## src/design/rbsi_pkg.sv

```systemverilog
// Shared types and constants for the ray versus box slab test.
`default_nettype none
package rbsi_pkg;

    localparam int FRAC_BITS = 16;
    localparam int N_AXES    = 3;
    localparam int DAT_W     = 32;
    localparam int SIZE_W    = 31;
    localparam int Q_W       = 31;
    localparam int MAG_W     = 34;
    localparam int DEN_W     = 33;
    localparam int DVD_W     = MAG_W + FRAC_BITS;
    localparam int CMP_W     = (DVD_W > DEN_W + Q_W) ? DVD_W : DEN_W + Q_W;
    localparam int PIPE_LAT  = Q_W + 2;
    localparam int ADDR_W    = 5;

    localparam logic signed [DAT_W-1:0] TMAX = {1'b0, {(DAT_W-1){1'b1}}};
    localparam logic [SIZE_W-1:0] SIZE_RST = SIZE_W'(1) << FRAC_BITS;

    typedef enum logic [2:0] {
        REG_SIZE_X   = 3'd0,
        REG_SIZE_Y   = 3'd1,
        REG_SIZE_Z   = 3'd2,
        REG_CENTER_X = 3'd3,
        REG_CENTER_Y = 3'd4,
        REG_CENTER_Z = 3'd5
    } reg_idx_t;

    typedef struct packed {
        logic                    miss;
        logic                    skip;
        logic signed [DAT_W-1:0] lo;
        logic signed [DAT_W-1:0] hi;
    } lane_res_t;

endpackage
`default_nettype wire

```

## src/design/rbsi_merge.sv

```systemverilog
// Intersects the per-axis intervals into hit and entry parameter.
`default_nettype none
module rbsi_merge
    import rbsi_pkg::*;
(
    input  wire lane_res_t           lanes [0:N_AXES-1],
    output logic                     hit,
    output logic [SIZE_W-1:0]        entry
);

    logic signed [DAT_W-1:0] tmin;
    logic signed [DAT_W-1:0] tmax;
    logic                    miss;

    always_comb begin
        tmin = '0;
        tmax = TMAX;
        miss = 1'b0;
        for (int a = 0; a < N_AXES; a++) begin
            miss = miss | lanes[a].miss;
            if (!lanes[a].skip) begin
                if (lanes[a].lo > tmin) begin
                    tmin = lanes[a].lo;
                end
                if (lanes[a].hi < tmax) begin
                    tmax = lanes[a].hi;
                end
            end
        end
        hit   = !miss && (tmin <= tmax);
        entry = hit ? tmin[SIZE_W-1:0] : '0;
    end

endmodule
`default_nettype wire

```

## config.mk

```make
export PLATFORM = sky130hd
export DESIGN_NAME = rbsi_merge
export DESIGN_NICKNAME = d
export VERILOG_FILES = /design/src/design/rbsi_pkg.sv /design/src/design/rbsi_merge.sv
export SDC_FILE = /design/constraint.sdc
export NUM_CORES = 1
export LEC_CHECK = 0
export BUFFER_PORTS_ARGS = -buffer_cell sky130_fd_sc_hd__buf_2
export CORE_MARGIN = 4
export CORE_UTILIZATION = 50
export DETAILED_ROUTE_END_ITERATION = 8
export PLACE_DENSITY_LB_ADDON = 0.25
export SLEW_MARGIN = 20
export SYNTH_ARGS = -nofsm -noshare
export SYNTH_HDL_FRONTEND = slang
export SYNTH_SLANG_ARGS = --single-unit
```

## constraint.sdc

```tcl
create_clock -name vclk -period 7.9
set_clock_uncertainty 0.15 [all_clocks]
set_input_delay 0 -clock vclk [all_inputs]
set_output_delay 0 -clock vclk [all_outputs]
set_load 0.02 [all_outputs]
```

# After elaboration in Yosys (flattened, before gate mapping)
# Cells that the tools add are included.
op_classes:
  magnitude_cmp: 7
  mux: 13
  n_bitwise: 2
  reduce_logical: 2
op_table:
  columns: ["operator", "count"]
  rows:
  - ["two-way mux 32 bit", 12]
  - ["> comparator 32 bit", 2]
  - ["< comparator 32 bit", 2]
  - ["> comparator 32 x 1 -> 1 bit, second input constant", 1]
  - ["less-or-equal comparator 32 bit", 1]
  - ["< comparator 32 bit, second input constant", 1]
  - ["two-way mux 31 bit", 1]
  - ["bitwise OR 1 bit", 2]
  - ["logical AND 1 bit", 1]
  - ["zero test 1 bit", 1]
word_totals:
  ff_bits: 0
  input_bits: 198
  output_inout_bits: 32
  wordCells: 24

# Longest topological paths before layout
# Gate-level depths: netlist of run 1.
depth:
  depth_word: 12
  depth_mapped: 40

# Least setup slack after synthesis of run 1
# Ideal clock, no wire load.
synth_path:
  path_type: "input port to output port"
  start: "in lanes[163] in the netlist's numbering"
  end: "out entry[22]"
  arrival_time_ps: 7236
  required_ps: 7750
  slack_ps: 514
  stages: 35
  path_cell_list: "nand4b_1 -> nor4_1 -> a21o_1 -> clkbuf_1 -> nor2_1 -> ha_1 -> a21o_1 -> a21o_1 -> a221oi_1 -> nand3_1 -> nand3_1 -> a21oi_1 -> nor3b_1 -> clkbuf_1 -> mux2_2 -> ha_1 -> nand3_1 -> or2_2 -> nor4_1 -> a2111oi_0 -> and4_1 -> nor3_2 -> buf_2 -> mux2_2 -> ha_1 -> a21o_1 -> a21o_1 -> a21oi_1 -> nor2b_1 -> o21ai_0 -> nand2b_1 -> a211oi_1 -> a22oi_1 -> clkbuf_1 -> a21oi_1"
synth_between:
  elab_chain_cells: 12
synth_lines:
  columns: ["item", "line_no", "text"]
  rows:
  - ["start: declaration", "rbsi_merge.sv:6", "input wire lane_res_t lanes [0:N_AXES-1],"]
  - ["< comparator 32 bit", "rbsi_merge.sv:25", "if (lanes[a].hi < tmax) begin"]
  - ["two-way mux 32 bit (*)", "rbsi_merge.sv:25", null]
  - ["two-way mux 32 bit (*)", "rbsi_merge.sv:21", "if (!lanes[a].skip) begin"]
  - ["< comparator 32 bit", "rbsi_merge.sv:25", null]
  - ["two-way mux 32 bit", "rbsi_merge.sv:25", null]
  - ["two-way mux 32 bit (*)", "rbsi_merge.sv:21", null]
  - ["< comparator 32 bit", "rbsi_merge.sv:25", null]
  - ["two-way mux 32 bit", "rbsi_merge.sv:25", null]
  - ["two-way mux 32 bit (*)", "rbsi_merge.sv:21", null]
  - ["less-or-equal comparator 32 bit (*)", "rbsi_merge.sv:30", "hit = !miss && (tmin <= tmax);"]
  - ["logical AND 1 bit (*)", "rbsi_merge.sv:30", null]
  - ["two-way mux 31 bit (*)", "rbsi_merge.sv:31", "entry = hit ? tmin[SIZE_W-1:0] : '0;"]
  - ["end: declaration", "rbsi_merge.sv:8", "output logic [SIZE_W-1:0] entry"]
# Mark *: on every way between the ends. The rest lies on a longest branch, timed or not.

# Final worst setup path of run 1
layout_path:
  start: "in lanes[139] in the netlist's numbering"
  end: "out entry[6]"
# The elaborated chain is that of the path after synthesis.

==> flow_metrics.py, run 1 <==
metrics = {
    "run_status": {
        "status": "finished clean",
    },
    "global_routing": {
        "antenna_found_initial": 0,
        "gr-total-overflow": 0,
        "grt_pass1_vias": 8270,
        "grt_pass1_wl_um": 39100,
        "grt_usage_pct": 27.7,
        "grt_max_degree": 96,
    },
    "routing": {
        "detailroute.via_count": 9165,
        "totalWireLength_um": 26400,
        "wl_per_cell_um": 17.2,
        "drt_iter0_markers": 485,
        "vias_per_cell": 5.98,
        "drt_first_pass_iters": 5,
        "remaining_drc_errors": 0,
        "drtAntennaViolNets": 0,
    },
    "finish": {
        "n_clock_buffer": 0,
        "final_nets": 1707,
        "diodes": 0,
        "final_area_mm2": 0.00999,
        "final_core_util_pct": 68.8,
        "seq_cell_count": 0,
        "area_growth_pct": 34.3,
        "register_area_um2": 0,
        "drive_gt1_share_pct": 36.2,
    },
    "worst_setup_path": {
        "critPathCaptureType": "output pin",
        "crit_fanout": 17,
        "slowest_stage": "nor4_4",
        "crit_path_start_kind": "input port",
        "cp_num_buf_inv": 9,
        "cp-startpoint": "lanes[139]",
        "cp_top_family": "simple AND/OR/NAND/NOR gates",
        "slowest_delay_ns": 0.37,
        "critPathRequiredTime_ns": 7.75,
        "cp.arrival_ns": 7.62,
        "crit_top_cell": "a21oi_1",
        "crit_type": "input port to output pin",
    },
    "synthesis": {
        "synth_compound_area_share_pct": 28.5,
        "ys_seq_area_share_pct": 0,
        "synthAdderAreaFrac_pct": 26.6,
        "synthCells": 1072,
        "synthMuxAreaShare_pct": 9.65,
        "syn_avg_cell_area_um2": 6.94,
        "synth_area_mm2": 0.00744,
        "yosys.area_share.simple_pct": 26.6,
        "synth-warning-count": 0,
        "syn_nets": 1428,
        "synth_xor_area_share_pct": 0.118,
        "synth.distinct_cells": 51,
        "synth_top_family_by_area": "compound AO/OA/AOI/OAI gates",
    },
    "run": {
        "cap_violations": 0,
    },
    "placement": {
        "placed_cell_area_mm2": 0.00929,
        "numPortBuffers": 230,
        "dp_hpwl_um": 21800,
        "globalplace.congestion": 0.962,
        "dpl_worst_slack_ns": -0.142,
    },
    "die": {
        "fp-row-count": 44,
        "num_io_pins": 230,
        "initial_core_util_pct": 51.2,
        "die_x_um": 130,
        "fp.dieH_um": 130,
        "die-area_mm2": 0.0169,
        "core_area_mm2": 0.0145,
    },
    "sta": {
        "fmax_ghz": 0.129,
        "fin_hold_ws_ns": 0.245,
        "finalCriticalPeriod_ns": 7.77,
        "slew_headroom_pct": 36.2,
        "final.setup.worst_slack_ns": 0.134,
        "setup_viol": 0,
        "rsz0062_at_grt": "true",
        "period_share_pct": 98.3,
        "drv_slew": 0,
        "hold_viol": 0,
        "tightest_slew_ns": 0.950,
        "setup_tns_ns": 0,
    },
    "pwr": {
        "power_density_mw_per_mm2": 84.5,
        "ir_drop_uv": 79.1,
        "leakagePower_nw": 5.06,
    },
    "min_path": {
        "hold_start": "lanes[58]",
        "hold_path_class": "input port to output pin",
    },
    "cts": {
        "ctsHoldBuffers": 0,
    },
}
[area by class of cell]
type	instances	area, um2
Fill cell	1277	4540
Tap cell	184	230
Timing Repair Buffer	337	2230
Inverter	101	379
Multi-Input combinational cell	911	7160
[path summary, 6_finish.rpt]
path	to	cells after the start	slack (ns)
setup / recovery	entry[6]	39	0.13
hold / removal	entry[26]	4	0.25
[Yosys cell counts, drive strengths merged, types with 32 or more instances]
cell type    n  area share (%)
ha         158              27
nand2      120             6.1
inv        101             5.1
o21ai       91             6.1
a21oi       79             5.3
mux2        62             9.4
clkbuf      53             2.7
nor2        51             2.6
nor4        43             3.6
or2         36             3.0
a221oi      33             6.3
nand4       32             2.7
[tightest hold or removal path, delay by kind of cell]
family	cells	cell delay, ns
buffers and inverters	2	0.26
AND/OR/NAND/NOR	1	0.07
AO/OA/AOI/OAI	1	0.06
[repair_timing]
action / in CTS / in global routing
pin swaps: 0 / 28
endpoints found under the setup margin: 32 / 32
gates cloned: 0 / 5
setup buffers: 0 / 23
resized for setup: 5 / 103
[through the flow]
step / power, W / instances
after floorplan: 0.000501 / 1072
after global placement: 0.000749 / 1505
after detailed placement: 0.000766 / 1505
after CTS: 0.000770 / 1505
after global routing: 0.000940 / 1533
final: 0.000844 / 1533
[logic make-up after synthesis]
logic type,count (synthesis)
adder cells (fa/ha/maj),158
other,1
AND/OR/NAND/NOR,384
AO/OA/AOI/OAI,302
buffers and inverters,162
XOR/XNOR,1
multiplexers,64
[layer usage]
metal / global-route usage, % / wire length (um)
met1: 38.1 / 11200
met2: 49.3 / 12600
met3: 0.655 / 2010
met4: 4.71 / 565
met5: 0 / 0
[cells in the final DEF, fill, tap and decap left out, drive strengths merged, types with 2 or more instances in the layout]
cell type  instances
nor3b             31
a22oi              3
a21oi             79
nand2b             6
ha               158
or2               36
a21o              24
mux2              62
inv              101
a211o              4
a31o               2
nor2b             10
mux2i              2
nand3             22
o211ai             4
a41oi              2
a221oi            33
o21a               5
a2bb2oi           31
nor3              18
a2111oi            2
a31oi              3
o2111ai            3
clkbuf             4
nand4             32
a211oi            10
nor2              51
and4               2
and3               7
buf              333
o41ai              2
nor4              43
or3                3
and2               2
o21ai             91
nand2            120
[report_power, final]
part	internal, W	total (W)	switching [W]
Clock	0	0	0
Sequential	0	0	0
Combinational	0.000403	0.000844	0.000441
Note: power is estimated with default switching activity, not from simulation.
==> run 2, diff against run 1 <==
--- a/config.mk
+++ b/config.mk
@@ -5,6 +5,7 @@
 export SDC_FILE = /design/constraint.sdc
 export NUM_CORES = 1
 export LEC_CHECK = 0
+export ABC_AREA = 1
 export BUFFER_PORTS_ARGS = -buffer_cell sky130_fd_sc_hd__buf_2
 export CORE_MARGIN = 4
 export CORE_UTILIZATION = 50
==> run 2 against run 1 <==
  * Utilization decreased by 4.6 points
  * Flip-flop and latch count unchanged
  * Highest routed layer unchanged
  * Synthesized cell count decreased by 8.0%
  * Setup slack improved by 0.62 ns
  * Maximum frequency increased by 8.6%
  * Clock-buffer cell count unchanged
  * Worst hold slack improved by 0.067 ns
  * Via count decreased by 22%
  * Sequential share of layout area unchanged
  * First-iteration DRC count decreased by 5.4%
  * Synthesized area decreased by 23%
  * Die area decreased by 21%
==> flow_metrics.py, run 2 <==
metrics = {
    "sta": {
        "tightest_slew_ns": 0.995,
        "period_share_pct": 90.5,
        "drv_slew": 0,
        "finalCriticalPeriod_ns": 7.15,
        "setup_tns_ns": 0,
        "slew_headroom_pct": 33.2,
        "hold_viol": 0,
        "setup_viol": 0,
        "final.setup.worst_slack_ns": 0.751,
        "fmax_ghz": 0.140,
    },
    "finish": {
        "drive_gt1_share_pct": 22.2,
        "final_core_util_pct": 64.1,
        "n_clock_buffer": 0,
        "area_growth_pct": 22.9,
        "diodes": 0,
        "mostFrequentLayoutCells": "nand2_1, buf_2, ha_1, inv_1, nor2_1",
        "final_nets": 1543,
        "final_area_mm2": 0.00707,
        "final_common_cell": "nand2_1",
        "seq_cell_count": 0,
        "nFillCells": 1137,
        "register_area_um2": 0,
    },
    "routing": {
        "m1WireLength_um": 7880,
        "top_layer": "met4",
        "vias_per_cell": 5.38,
        "wl_per_cell_um": 13.7,
        "detailroute.via_count": 7126,
        "drt_iter0_markers": 459,
        "wl_met3_um": 1030,
        "drtAntennaViolNets": 0,
        "totalWireLength_um": 18200,
        "remaining_drc_errors": 0,
        "wl_met2_um": 8930,
        "drt_first_pass_iters": 5,
    },
    "synthesis": {
        "synth_area_mm2": 0.00575,
        "ys_seq_area_share_pct": 0,
        "synthMuxAreaShare_pct": 0,
        "synth_area_leaders": "ha_1, nand2_1, o21ai_0",
        "syn_avg_cell_area_um2": 5.84,
        "synth_top_area_share_pct": 34.4,
        "syn_nets": 1342,
        "synth-warning-count": 0,
        "synthDominantAreaCellType": "ha_1",
        "synth_compound_area_share_pct": 20.1,
        "yosys.area_share.simple_pct": 35.3,
        "synthAdderAreaFrac_pct": 34.4,
        "synthTopCellsByCount": "nand2_1, ha_1, inv_1",
        "synth.distinct_cells": 36,
        "synthCells": 986,
        "yosysMostFrequentCell": "nand2_1",
        "synth_xor_area_share_pct": 0.152,
        "synth_top_family_by_area": "simple AND/OR/NAND/NOR gates",
    },
    "worst_setup_path": {
        "endpoint": "entry[20]",
        "cp.arrival_ns": 7.00,
        "cp_num_buf_inv": 7,
        "slowest_stage": "nor4_2",
        "cp-startpoint": "lanes[168]",
        "slowest_delay_ns": 0.30,
        "crit_top_cell": "a21oi_1",
        "critPathRequiredTime_ns": 7.75,
        "critPathCaptureType": "output pin",
        "crit_fanout": 32,
        "crit_path_start_kind": "input port",
        "crit_type": "input port to output pin",
        "cp_top_family": "compound AO/OA/AOI/OAI gates",
        "cp_num_cells": 45,
    },
    "pwr": {
        "leakagePower_nw": 4.03,
        "ir_drop_uv": 62.0,
        "fin_total_pwr_w": 0.000625,
        "power_density_mw_per_mm2": 88.4,
    },
    "placement": {
        "numPortBuffers": 230,
        "dp_hpwl_um": 15800,
        "dpl_worst_slack_ns": 0.546,
        "placed_cell_area_mm2": 0.00696,
        "globalplace.congestion": 0.927,
    },
    "die": {
        "core_area_mm2": 0.0110,
        "num_io_pins": 230,
        "fp.dieH_um": 115,
        "initial_core_util_pct": 52.2,
        "die_x_um": 115,
        "fp-row-count": 38,
        "die-area_mm2": 0.0133,
    },
    "cts": {
        "ctsHoldBuffers": 0,
        "cts_setup_buffers": 0,
        "cts-resized-gates": 0,
    },
    "global_routing": {
        "antenna_found_initial": 0,
        "grt_usage_pct": 25.3,
        "grt_pass1_vias": 6437,
        "grt_pass1_wl_um": 28300,
        "gr-total-overflow": 0,
        "grt_max_degree": 64,
    },
    "run": {
        "cap_violations": 0,
    },
    "run_status": {
        "status": "finished clean",
    },
    "min_path": {
        "hold_path_class": "input port to output pin",
    },
}
run 2: metrics by stage:
| stage | hold WS (ns) | std cells |
|---|---|---|
| finish | 0.312 | 1325 |
| global route | 0.362 | 1325 |
| CTS | 0.322 | 1324 |
| detailed placement | 0.321 | 1324 |
| global placement | 0.323 | 1324 |
| floorplan | 0.0920 | 986 |
run 2: power breakdown:
part | switching, W | leakage, nW | internal (W)
clock network | 0 | 0 | 0
registers | 0 | 0 | 0
logic | 0.000383 | 4.03 | 0.000243
total | 0.000383 | 4.03 | 0.000243
run 2: worst min-delay path by stage:
| stage | end | depth (start not counted) | from | slack (ns) |
|---|---|---|---|---|
| floorplan | entry[17] | 4 | lanes[49] | 0.09 |
| global placement | entry[29] | 6 | lanes[61] | 0.32 |
| detailed placement | entry[29] | 6 | lanes[61] | 0.32 |
| CTS | entry[29] | 6 | lanes[61] | 0.32 |
| global route | entry[3] | 6 | lanes[35] | 0.36 |
| finish | entry[29] | 6 | lanes[61] | 0.31 |
run 2: per-layer routing:
metal	global-route usage, %	up-vias
met5	0	-
met4	5.71	0
li1	-	3821
met1	32.9	3069
met2	45.8	212
met3	1.58	24
run 2: cell families (layout without fill, tap and decap cells):
| family | count (synthesis) | count (layout) |
|---|---|---|
| AOI/OAI and AO/OA | 215 | 215 |
| xor gates and xnor gates | 1 | 1 |
| adders and majority gates | 158 | 158 |
| buffers and inverters | 143 | 342 |
| other | 1 | 1 |
| and+or+nand+nor | 468 | 468 |
run 2: final cells by class:
cell class,instances,area (um2),area share [%]
inverter,100,379,5.36
timing repair buffer,242,1300,18.4
multi-input combinational,843,5220,73.8
tap,140,175,2.48
==> run 3, diff against run 2 <==
--- a/config.mk
+++ b/config.mk
@@ -7,8 +7,10 @@
 export LEC_CHECK = 0
 export ABC_AREA = 1
 export BUFFER_PORTS_ARGS = -buffer_cell sky130_fd_sc_hd__buf_2
+export CELL_PAD_IN_SITES_DETAIL_PLACEMENT = 2
+export CELL_PAD_IN_SITES_GLOBAL_PLACEMENT = 2
 export CORE_MARGIN = 4
-export CORE_UTILIZATION = 50
+export CORE_UTILIZATION = 25
 export DETAILED_ROUTE_END_ITERATION = 8
 export PLACE_DENSITY_LB_ADDON = 0.25
 export SLEW_MARGIN = 20
==> run 3 against run 2 <==
  * Combinational power is 12% higher
  * Worst hold slack better by 0.025 ns
  * Final cell count is 12% higher
  * Sequential share of layout area stayed put
  * Critical path depth is 1 higher
  * Largest cell class unchanged
==> flow_metrics.py, run 3 (synthesis results as in run 2) <==
metrics = {
    "die": {
        "initial_core_util_pct": 25.4,
        "fp-row-count": 55,
        "fp.dieH_um": 160,
        "core_area_mm2": 0.0226,
        "num_io_pins": 230,
        "die_x_um": 160,
        "die-area_mm2": 0.0255,
    },
    "cts": {
        "ctsHoldBuffers": 0,
    },
    "pwr": {
        "power_density_mw_per_mm2": 93.7,
        "fin_total_pwr_w": 0.000698,
        "ir_drop_uv": 29.4,
        "leakagePower_nw": 4.11,
    },
    "sta": {
        "fin_hold_ws_ns": 0.337,
        "final.setup.worst_slack_ns": 0.600,
        "finalCriticalPeriod_ns": 7.30,
        "drv_slew": 0,
        "period_share_pct": 92.4,
        "setup_viol": 0,
        "fmax_ghz": 0.137,
        "hold_viol": 0,
    },
    "global_routing": {
        "grt_max_degree": 41,
        "grt_pass1_wl_um": 40000,
        "grt_usage_pct": 18.6,
        "antenna_found_initial": 2,
        "gr-total-overflow": 0,
        "grt_pass1_vias": 8042,
    },
    "finish": {
        "final_common_cell": "nand2_1",
        "register_area_um2": 0,
        "seq_cell_count": 0,
        "nFillCells": 2940,
        "final_nets": 1559,
        "n_clock_buffer": 0,
        "drive_gt1_share_pct": 23.6,
        "mostFrequentLayoutCells": "nand2_1, buf_2, ha_1, inv_1, nor2_1",
        "area_growth_pct": 29.5,
    },
    "placement": {
        "dpl_worst_slack_ns": 0.0874,
        "dp_hpwl_um": 22800,
        "numPortBuffers": 230,
        "globalplace.congestion": 0.853,
    },
    "routing": {
        "drt_iter0_markers": 186,
        "totalWireLength_um": 26200,
        "drtAntennaViolNets": 0,
        "detailroute.via_count": 7603,
        "wl_per_cell_um": 17.6,
        "remaining_drc_errors": 0,
        "vias_per_cell": 5.11,
        "drt_first_pass_iters": 4,
    },
    "worst_setup_path": {
        "slowest_stage": "nor4_2",
        "slowest_delay_ns": 0.33,
        "crit_path_start_kind": "input port",
        "critPathCaptureType": "output pin",
        "crit_fanout": 31,
        "critPathRequiredTime_ns": 7.75,
        "crit_top_cell": "a21oi_1",
        "cp.arrival_ns": 7.15,
        "crit_type": "input port to output pin",
    },
    "run": {
        "cap_violations": 0,
    },
    "run_status": {
        "status": "finished clean",
    },
    "min_path": {
        "hold_path_class": "input port to output pin",
    },
}
-- run 3: cell types whose count changed in the layout (fill, tap and decap cells not counted), sizes merged --
cell / delta
buf: +14
diode: +2
nand3: +2
clkinv: +1
inv: -1
-- run 3: path summary, 6_finish.rpt --
path | to | startpoint | slack, ns | depth (start not counted)
max | entry[18] | lanes[172] | 0.60 | 46
min | entry[29] | lanes[61] | 0.34 | 6
-- run 3: cell type report --
type	count	area [um2]	area share, %
well taps	285	357	4.79
inverters	100	379	5.09
multi-input cells	845	5290	71.0
repair buffers	256	1420	19.0
diodes	2	5.00	0.0672
-- run 3: routing by layer --
metal	vias to the layer above	GRT usage (%)	part of all wire, %
li1	3854	-	-
met1	3621	22.8	44
met2	117	37.0	53
met3	11	0.748	2.3
met4	0	1.81	1.2
met5	-	0	0
-- run 3: through the flow --
| stage | instances | instance area [um2] | setup TNS [ns] | util (%) |
|---|---|---|---|---|
| after floorplan | 986 | 5750 | 0 | - |
| after global placement | 1477 | 7250 | 0 | 32.0 |
| after detailed placement | 1477 | 7250 | 0 | 32.0 |
| after CTS | 1477 | 7250 | 0 | 32.0 |
| after global routing | 1488 | 7450 | -0.414 | 32.9 |
| final | 1488 | 7450 | 0 | 32.9 |
-- run 3: critical path, delay by kind of cell --
kind	cells	cell delay (ns)
AO/OA/AOI/OAI	16	2.59
adder cells (fa/ha/maj)	3	0.89
buffers and inverters	9	1.44
AND/OR/NAND/NOR	17	2.05
XOR/XNOR	1	0.15
-- run 3: repair_timing --
action	4_1_cts	5_1_grt
setup endpoints to repair	0	32
buffers inserted	0	6
resized for setup	0	28
-- run 3: where the power goes --
| group | total (W) | switching (W) | internal, W |
|---|---|---|---|
| registers | 0 | 0 | 0 |
| logic | 0.000698 | 0.000437 | 0.000261 |
| clock network | 0.0000000000339 | 0 | 0.0000000000339 |
